--- src/sv/closed_cubic_bspline_eval_unit_defines.svh ---
// Assertion macros shared by the spline evaluator modules.
// Expects clk and rst_n in the scope of every use.
`ifndef CLOSED_CUBIC_BSPLINE_EVAL_UNIT_DEFINES_SVH
`define CLOSED_CUBIC_BSPLINE_EVAL_UNIT_DEFINES_SVH

// Property checked at every edge outside reset.
`define CCBSE_ASSERT(lbl, prop, msg) \
  lbl: assert property (@(posedge clk) disable iff (!rst_n) prop) else $error(msg);

// Condition in one cycle implies a consequence in the next.
`define CCBSE_ASSERT_NEXT(lbl, pre, post, msg) \
  lbl: assert property (@(posedge clk) disable iff (!rst_n) (pre) |=> (post)) else $error(msg);

`endif

--- src/sv/ccbse_pkg.sv ---
// Types and constants of the closed cubic B-spline evaluator.
// Used by ccbse_lane, ccbse_dpath, ccbse_ctrl and the top level; no dependencies.
package ccbse_pkg;

  localparam int REQ_W   = 2;
  localparam int PT_W    = 10;
  localparam int SEG_W   = 6;
  localparam int J_W     = 7;
  localparam int OUT_W   = 18;
  localparam int IN_TDATA_W  = 40;
  localparam int OUT_TDATA_W = 40;

  // t in Q1.16, with 1.0 held as 65536
  localparam int T_FRAC = 16;
  localparam int T_W    = 17;
  localparam int T_ONE  = 65536;

  localparam int MIN_POINTS = 3;

  // Horner datapath
  localparam int C_W     = 14;  // signed polynomial coefficients
  localparam int C0_W    = 13;  // unsigned constant coefficient
  localparam int ACC_W   = 64;
  localparam int MA_W    = 33;
  localparam int MB_W    = 21;
  localparam int MP_W    = MA_W + MB_W + 1;
  localparam int SPLIT_W = 24;  // low part of the second Horner value
  localparam int HI_W    = 25;  // high part, signed

  // Rounding: floor((acc + 3*2^40) / 2^41) then divide by three
  localparam int RND_SH   = 40;
  localparam int A_LSB    = 41;
  localparam int A_W      = 20;
  localparam int RECIP_SH = 22;
  localparam logic [MB_W-1:0] RECIP3 = MB_W'(((1 << RECIP_SH) + 2) / 3);
  localparam logic [ACC_W-1:0] RND_BIAS = ACC_W'(3) << RND_SH;

  typedef enum logic [REQ_W-1:0] {
    REQ_CLEAR  = 2'd0,
    REQ_APPEND = 2'd1,
    REQ_EVAL   = 2'd2
  } req_t;

  typedef enum logic [2:0] {
    OP_NONE,
    OP_H1,
    OP_H2,
    OP_HI,
    OP_LO,
    OP_DIV
  } op_t;

  typedef struct packed {
    logic clear;
    logic append;
    logic load;
    logic rd_en;
    logic shift;
    op_t  op;
    logic out_load;
  } cmd_t;

  typedef struct packed {
    logic eval_err;
  } status_t;

endpackage

--- src/sv/ccbse_ctrl.sv ---
// Controller: sequences store reads and Horner steps per evaluate item and
// owns the input ready and the result valid. Depends on ccbse_pkg and the defines header.
`include "closed_cubic_bspline_eval_unit_defines.svh"

module ccbse_ctrl (
  input  logic                           clk,
  input  logic                           rst_n,
  input  logic                           in_tvalid,
  input  logic [ccbse_pkg::REQ_W-1:0]    in_req_type,
  output logic                           in_tready,
  output logic                           out_tvalid,
  input  logic                           out_tready,
  output ccbse_pkg::cmd_t                cmd,
  input  ccbse_pkg::status_t             status
);

  typedef enum logic [2:0] {
    S_IDLE,
    S_READ,
    S_CAP,
    S_H1,
    S_H2,
    S_HI,
    S_LO,
    S_FIN
  } state_t;

  state_t     state_r, state_nxt;
  logic [1:0] k_r, k_nxt;
  logic       out_valid_r, out_valid_nxt;
  logic       accept, out_free;

  assign in_tready  = (state_r == S_IDLE);
  assign accept     = in_tvalid && in_tready;
  assign out_free   = !out_valid_r || out_tready;
  assign out_tvalid = out_valid_r;

  always_comb begin
    state_nxt = state_r;
    k_nxt     = k_r;
    cmd       = '0;
    cmd.op    = ccbse_pkg::OP_NONE;
    unique case (state_r)
      S_IDLE: begin
        if (accept) begin
          unique case (in_req_type)
            ccbse_pkg::REQ_CLEAR:  cmd.clear  = 1'b1;
            ccbse_pkg::REQ_APPEND: cmd.append = 1'b1;
            ccbse_pkg::REQ_EVAL: begin
              cmd.load  = 1'b1;
              state_nxt = S_READ;
            end
            default: ;
          endcase
        end
      end
      S_READ: begin
        // capture the word read in the previous cycle
        cmd.shift = (k_r != 2'd0);
        if (status.eval_err) begin
          k_nxt     = 2'd0;
          state_nxt = S_FIN;
        end else begin
          cmd.rd_en = 1'b1;
          k_nxt     = k_r + 2'd1;
          if (k_r == 2'd3) begin
            state_nxt = S_CAP;
          end
        end
      end
      S_CAP: begin
        cmd.shift = 1'b1;
        state_nxt = S_H1;
      end
      S_H1: begin
        cmd.op    = ccbse_pkg::OP_H1;
        state_nxt = S_H2;
      end
      S_H2: begin
        cmd.op    = ccbse_pkg::OP_H2;
        state_nxt = S_HI;
      end
      S_HI: begin
        cmd.op    = ccbse_pkg::OP_HI;
        state_nxt = S_LO;
      end
      S_LO: begin
        cmd.op    = ccbse_pkg::OP_LO;
        state_nxt = S_FIN;
      end
      S_FIN: begin
        // hold until the result register is free
        cmd.op = ccbse_pkg::OP_DIV;
        if (out_free) begin
          cmd.out_load = 1'b1;
          state_nxt    = S_IDLE;
        end
      end
      default: state_nxt = S_IDLE;
    endcase
    out_valid_nxt = cmd.out_load ? 1'b1 : (out_tready ? 1'b0 : out_valid_r);
  end

  always_ff @(posedge clk) begin
    if (!rst_n) begin
      state_r     <= S_IDLE;
      k_r         <= 2'd0;
      out_valid_r <= 1'b0;
    end else begin
      state_r     <= state_nxt;
      k_r         <= k_nxt;
      out_valid_r <= out_valid_nxt;
    end
  end

  `CCBSE_ASSERT_NEXT(a_eval_busy, accept && (in_req_type == ccbse_pkg::REQ_EVAL), !in_tready, "evaluate item did not block input")
  `CCBSE_ASSERT(a_valid_src, $rose(out_valid_r) |-> $past(state_r == S_FIN), "result valid rose outside final step")
  `CCBSE_ASSERT(a_no_overwrite, (out_valid_r && !out_tready) |-> !cmd.out_load, "pending result overwritten")

endmodule
--- config.mk ---
export PLATFORM = sky130hd
export DESIGN_NAME = ccbse_ctrl
export DESIGN_NICKNAME = d
export VERILOG_FILES = /design/src/sv/ccbse_pkg.sv /design/src/sv/ccbse_ctrl.sv
export VERILOG_INCLUDE_DIRS = /design/src /design/src/sv
export SDC_FILE = /design/constraint.sdc
export NUM_CORES = 1
export LEC_CHECK = 0
export BUFFER_PORTS_ARGS = -buffer_cell sky130_fd_sc_hd__buf_2
export CORE_AREA = 3 3 40 42
export DETAILED_ROUTE_END_ITERATION = 12
export DIE_AREA = 0 0 43 45
export PLACE_DENSITY_LB_ADDON = 0.05
export SLEW_MARGIN = 20
export SYNTH_ARGS = -nofsm -noshare
export SYNTH_HDL_FRONTEND = slang
export SYNTH_SLANG_ARGS = --single-unit
--- constraint.sdc ---
create_clock -name clk -period 3.23 [get_ports clk]
set_input_delay 0.323 -clock clk [delete_from_list [all_inputs] [get_ports clk]]
set_output_delay 0.323 -clock clk [all_outputs]
set_load 0.02 [all_outputs]
# Word level (Yosys, flattened, before mapping)
# Index checks and enable logic that the tools add are counted.
# word_totals
wordCells	46
reg_bits	6
inputBits	7
out_inout_bits	11
# op_classes
n_reduce_logical	8
add_sub_neg	1
eq_ne	14
mux	20
# op_table
operator	count
case mux 3 bit (8 select lines)	1
2-to-1 mux 3 bit	7
case mux 3 bit (5 select lines)	1
equality test 3 bit, second input constant	4
2-to-1 mux 1 bit	9
equality test 3 x 2 -> 1 bit, second input constant	2
equality test 2 bit, second input constant	2
inequality test 2 x 1 -> 1 bit, second input constant	2
AND reduction 4 bit	1
nonzero test 2 bit	2
equality test 3 x 1 -> 1 bit, second input constant	1
logical NOT 3 bit	1
inequality test 3 bit, second input constant	1
adder 2 x 1 -> 2 bit, second input constant	1
equality test 2 x 1 -> 1 bit, second input constant	1
logical NOT 2 bit	1
2-to-1 mux 2 bit	1
inequality test 2 bit, second input constant	1
case mux 1 bit (2 select lines)	1
logical AND 1 bit	1
logical NOT 1 bit	1
logical OR 1 bit	1

# Logic depth before layout (Yosys ltp)
# depth
depth_word	5
mapped_depth	7
depth_no_buf	6

# Worst setup path before layout
# No wires, ideal clock.
# synth_path
path_type	reg2out
from	register state_r[0]
to	output port cmd[7] (netlist bit)
stages_incl_launch_ff	6
arrival_time_ns	1.777
path_buffers	0
path_slack_ns	1.130
t_required_ns	2.907
cell_sequence	dfxtp_1 > inv_1 > ha_1 > nor2b_1 > nand2_1 > nor3b_1
# synth_lines
item	line_no	source
from (decl)	ccbse_ctrl.sv:28	state_t state_r, state_nxt;
from (signal assigned)	ccbse_ctrl.sv:110	state_r <= state_nxt;
to (decl)	ccbse_ctrl.sv:13	output ccbse_pkg::cmd_t cmd,

==> key figures <==
Finish
  • FF+latch area: 120 um2
  • Fillcell total: 143
  • Post-layout instance count excluding filler cells: 93
  • Fraction of layout cells with a size suffix above 1: 0.282
  • Multi-input gate area in the final layout: 327 um2
  • # nets final: between 90 and 100
  • Layout area overhead: 22.4%
  • Final standard cell utilization of the core: 0.463
  • Antenna cell count: 0

Critical path
  • Setup crit start kind: register
  • Kind of critical path: reg -> out
  • Kind of capture point of the worst setup path: output port
  • Data arrival time at the worst-slack endpoint: around 1700 ps
  • WP data required: slightly below 3000 ps
  • Worst Path Max Fanout: 4
  • R2r setup slk: between 1500 and 2000 ps

Clocking
  • TritonCTS clock tree: built
  • Clock network latency to the later pin of the worst-skew pair: around 250 ps
  • Clock Pin Slew Worst Setup and Hold Paths: 50 ps
  • # resized after CTS: 0
  • TritonCTS sink count: 6
  • Htree depth: 1
  • Number of buffers added by the clock tree synthesis step: 3
  • Post-CTS repair timing setup buffer count: 0
  • Maximum number of buffers from clock root to sink: 2
  • Hold buffer count at CTS: 0
  • Root buf cell: clkbuf_4

Die
  • Area of the die: about 1900 um2
  • Core region area: approximately 1300 um2
  • Die span in y: about 45 um
  • Row count: 13
  • Initial standard-cell utilization of the core: 0.379
  • Chip width: 43 um
  • Top Ports: 18

Logic synthesis
  • Post-synthesis register bit count: 6
  • Area share of the leading cell type in the synthesized netlist: 0.247
  • Largest area contributor in the synthesized netlist: dfxtp_1
  • Netlist area before placement: 487 um2
  • YS warnings: 0
  • Most frequently used cell type in the post-synthesis netlist: nor2_1
  • Mapped Avg Cell Area: ~8.0 um2
  • Share of synthesized registers carrying an async set or reset: 0
  • Gate Count Post-Synth: 61
  • Main synth FF type: dfxtp_1
  • Number of flops mapped to enable cells by yosys: 0
  • Register area share after synthesis: 0.247
  • Commonest cells in the synthesized netlist: 7 x nor2_1, 6 x a21oi_1, 6 x dfxtp_1, 6 x ha_1, 6 x inv_1
  • Cell types with the largest area share after synthesis: dfxtp_1 25%, ha_1 15%, a21oi_1 6.2%
  • Synthesized net count: 74
  • Distinct cells, synth: 22

Drt
  • Detailed-route vias per instance: 4.90
  • Number of vias after detailed routing: about 460
  • DRT iter0 DRCs: 8
  • Average detailed-routed wire length per instance: 10.7 um
  • Number of nets with antenna violations after detailed routing: 0
  • Remaining routing DRC violations: 0
  • Detailed-route wire length: 992 um
  • Number of search-and-repair iterations in the first detailed-routing pass: 4

Power and ir drop
  • Power Dens Cells: 737 nW/um2
  • IR drop worst, VDD: 0.418 mV
  • Leak pwr: 0.311 nW

Timing
  • Final setup violation count: 0
  • Worst slew pin tran: 433 ps
  • Final worst path period share: 0.623
  • Setup total negative slack: 0 ps
  • Final number of max-transition violations: 0
  • Max frequency: 497 MHz
  • Clock Skews: 7.50 ps
  • Final critical delay including setup and external delays: 2010 ps
  • Headroom to the max-slew limit: 0.711
  • Hold violation total from the final report: 0
  • RSZ-0062 raised after global routing: no

GRT
  • Initial antenna violation count: 0
  • Wire length of the first global-routing pass: 1.60 mm
  • Global-route usage over all layers: 0.113
  • Vias in the first global route: about 400
  • Largest net degree at the start of global routing: 15
  • Total overflow reported by the global router: 0

Min path
  • HP Class: in -> reg

Placement
  • Final estimated routing congestion in global placement: 0.660
  • Post-detail-place hpwl: 780 um
  • Number of instances in the placed design: 90
  • Port Buf Inserts: 17

Flow run
  • # Max-Cap Violations: 0

Status
  • Run status: finished, final reports clean
[final timing paths]
check                               start                       to  cells past startpoint
hold reg to reg       k_r[1]$_SDFFE_PN0N_      k_r[1]$_SDFFE_PN0N_                      2
setup / recovery  state_r[0]$_SDFFE_PN0P_                   cmd[6]                      6
setup reg to reg  state_r[1]$_SDFFE_PN0P_  state_r[1]$_SDFFE_PN0P_                      6
hold / removal                      rst_n  state_r[2]$_SDFFE_PN0P_                      2
[through the flow]
stage	instance area (um2)	setup slack, ps	hold WS, ps	power, mW
global route	596	1020	335	0.483
global placement	573	1550	539	0.373
CTS	596	1210	333	0.446
finish	596	1220	337	0.439
floorplan	487	1130	451	0.312
detailed placement	573	1490	532	0.369
[critical path, cell delays in order (launching register included)]
cell and delay (ps):
dfxtp_1 330, inv_1 80, ha_1 210, nor2b_1 280, nand2_1 130, nor3b_1 200, buf_2 200
[cell type report]
cell class | count | share of cell area
clock buffers | 3 | 0.0378
inverters | 6 | 0.0378
multi-input cells | 46 | 0.548
flip-flops and latches | 6 | 0.202
well taps | 15 | 0.0315
repair buffers | 17 | 0.143
[layout by cell type (no fill, tap or decap), types with 2 or more instances in the layout]
| cell | Yosys | layout |
|---|---|---|
| a211oi_1 | 2 | 2 |
| a21oi_1 | 6 | 6 |
| buf_2 | 2 | 17 |
| clkbuf_4 | 0 | 3 |
| dfxtp_1 | 6 | 6 |
| ha_1 | 6 | 6 |
| inv_1 | 6 | 6 |
| nand2_1 | 4 | 4 |
| nor2_1 | 7 | 7 |
| nor2b_1 | 4 | 4 |
| nor3_1 | 3 | 3 |
| nor3b_1 | 3 | 3 |
| o21a_1 | 2 | 2 |
[cells by family (layout without fill, tap and decap cells)]
group,after synthesis,count (layout),share of synthesized area
AOI/OAI and AO/OA,14,14,0.203
adders and majority gates,6,6,0.154
buffers and inverters,9,26,0.0823
DFF,6,6,0.247
muxes,1,1,0.0206
and+or+nand+nor,25,25,0.293
[per-layer routing]
metal  track usage  up-vias  wire length, um  part of all wire
li1              -      245                -                 -
met5             0        -                0                 0
met1         0.143      194              470              0.47
met3        0.0199        3               80             0.081
met2         0.162       14              409              0.41
met4         0.108        0               32             0.032
[report_power, final]
group	switching (mW)	internal (mW)
combinational	0.154	0.102
clock	0.0295	0.0422
sequential	0.0202	0.0909
total	0.203	0.235
[state kept, by name, summed over array words and instances (netlist names)]
| name | count |
|---|---|
| k_r | 2 |
| out_tvalid | 1 |
| state_r | 3 |
(Power assumes the default switching activity.)
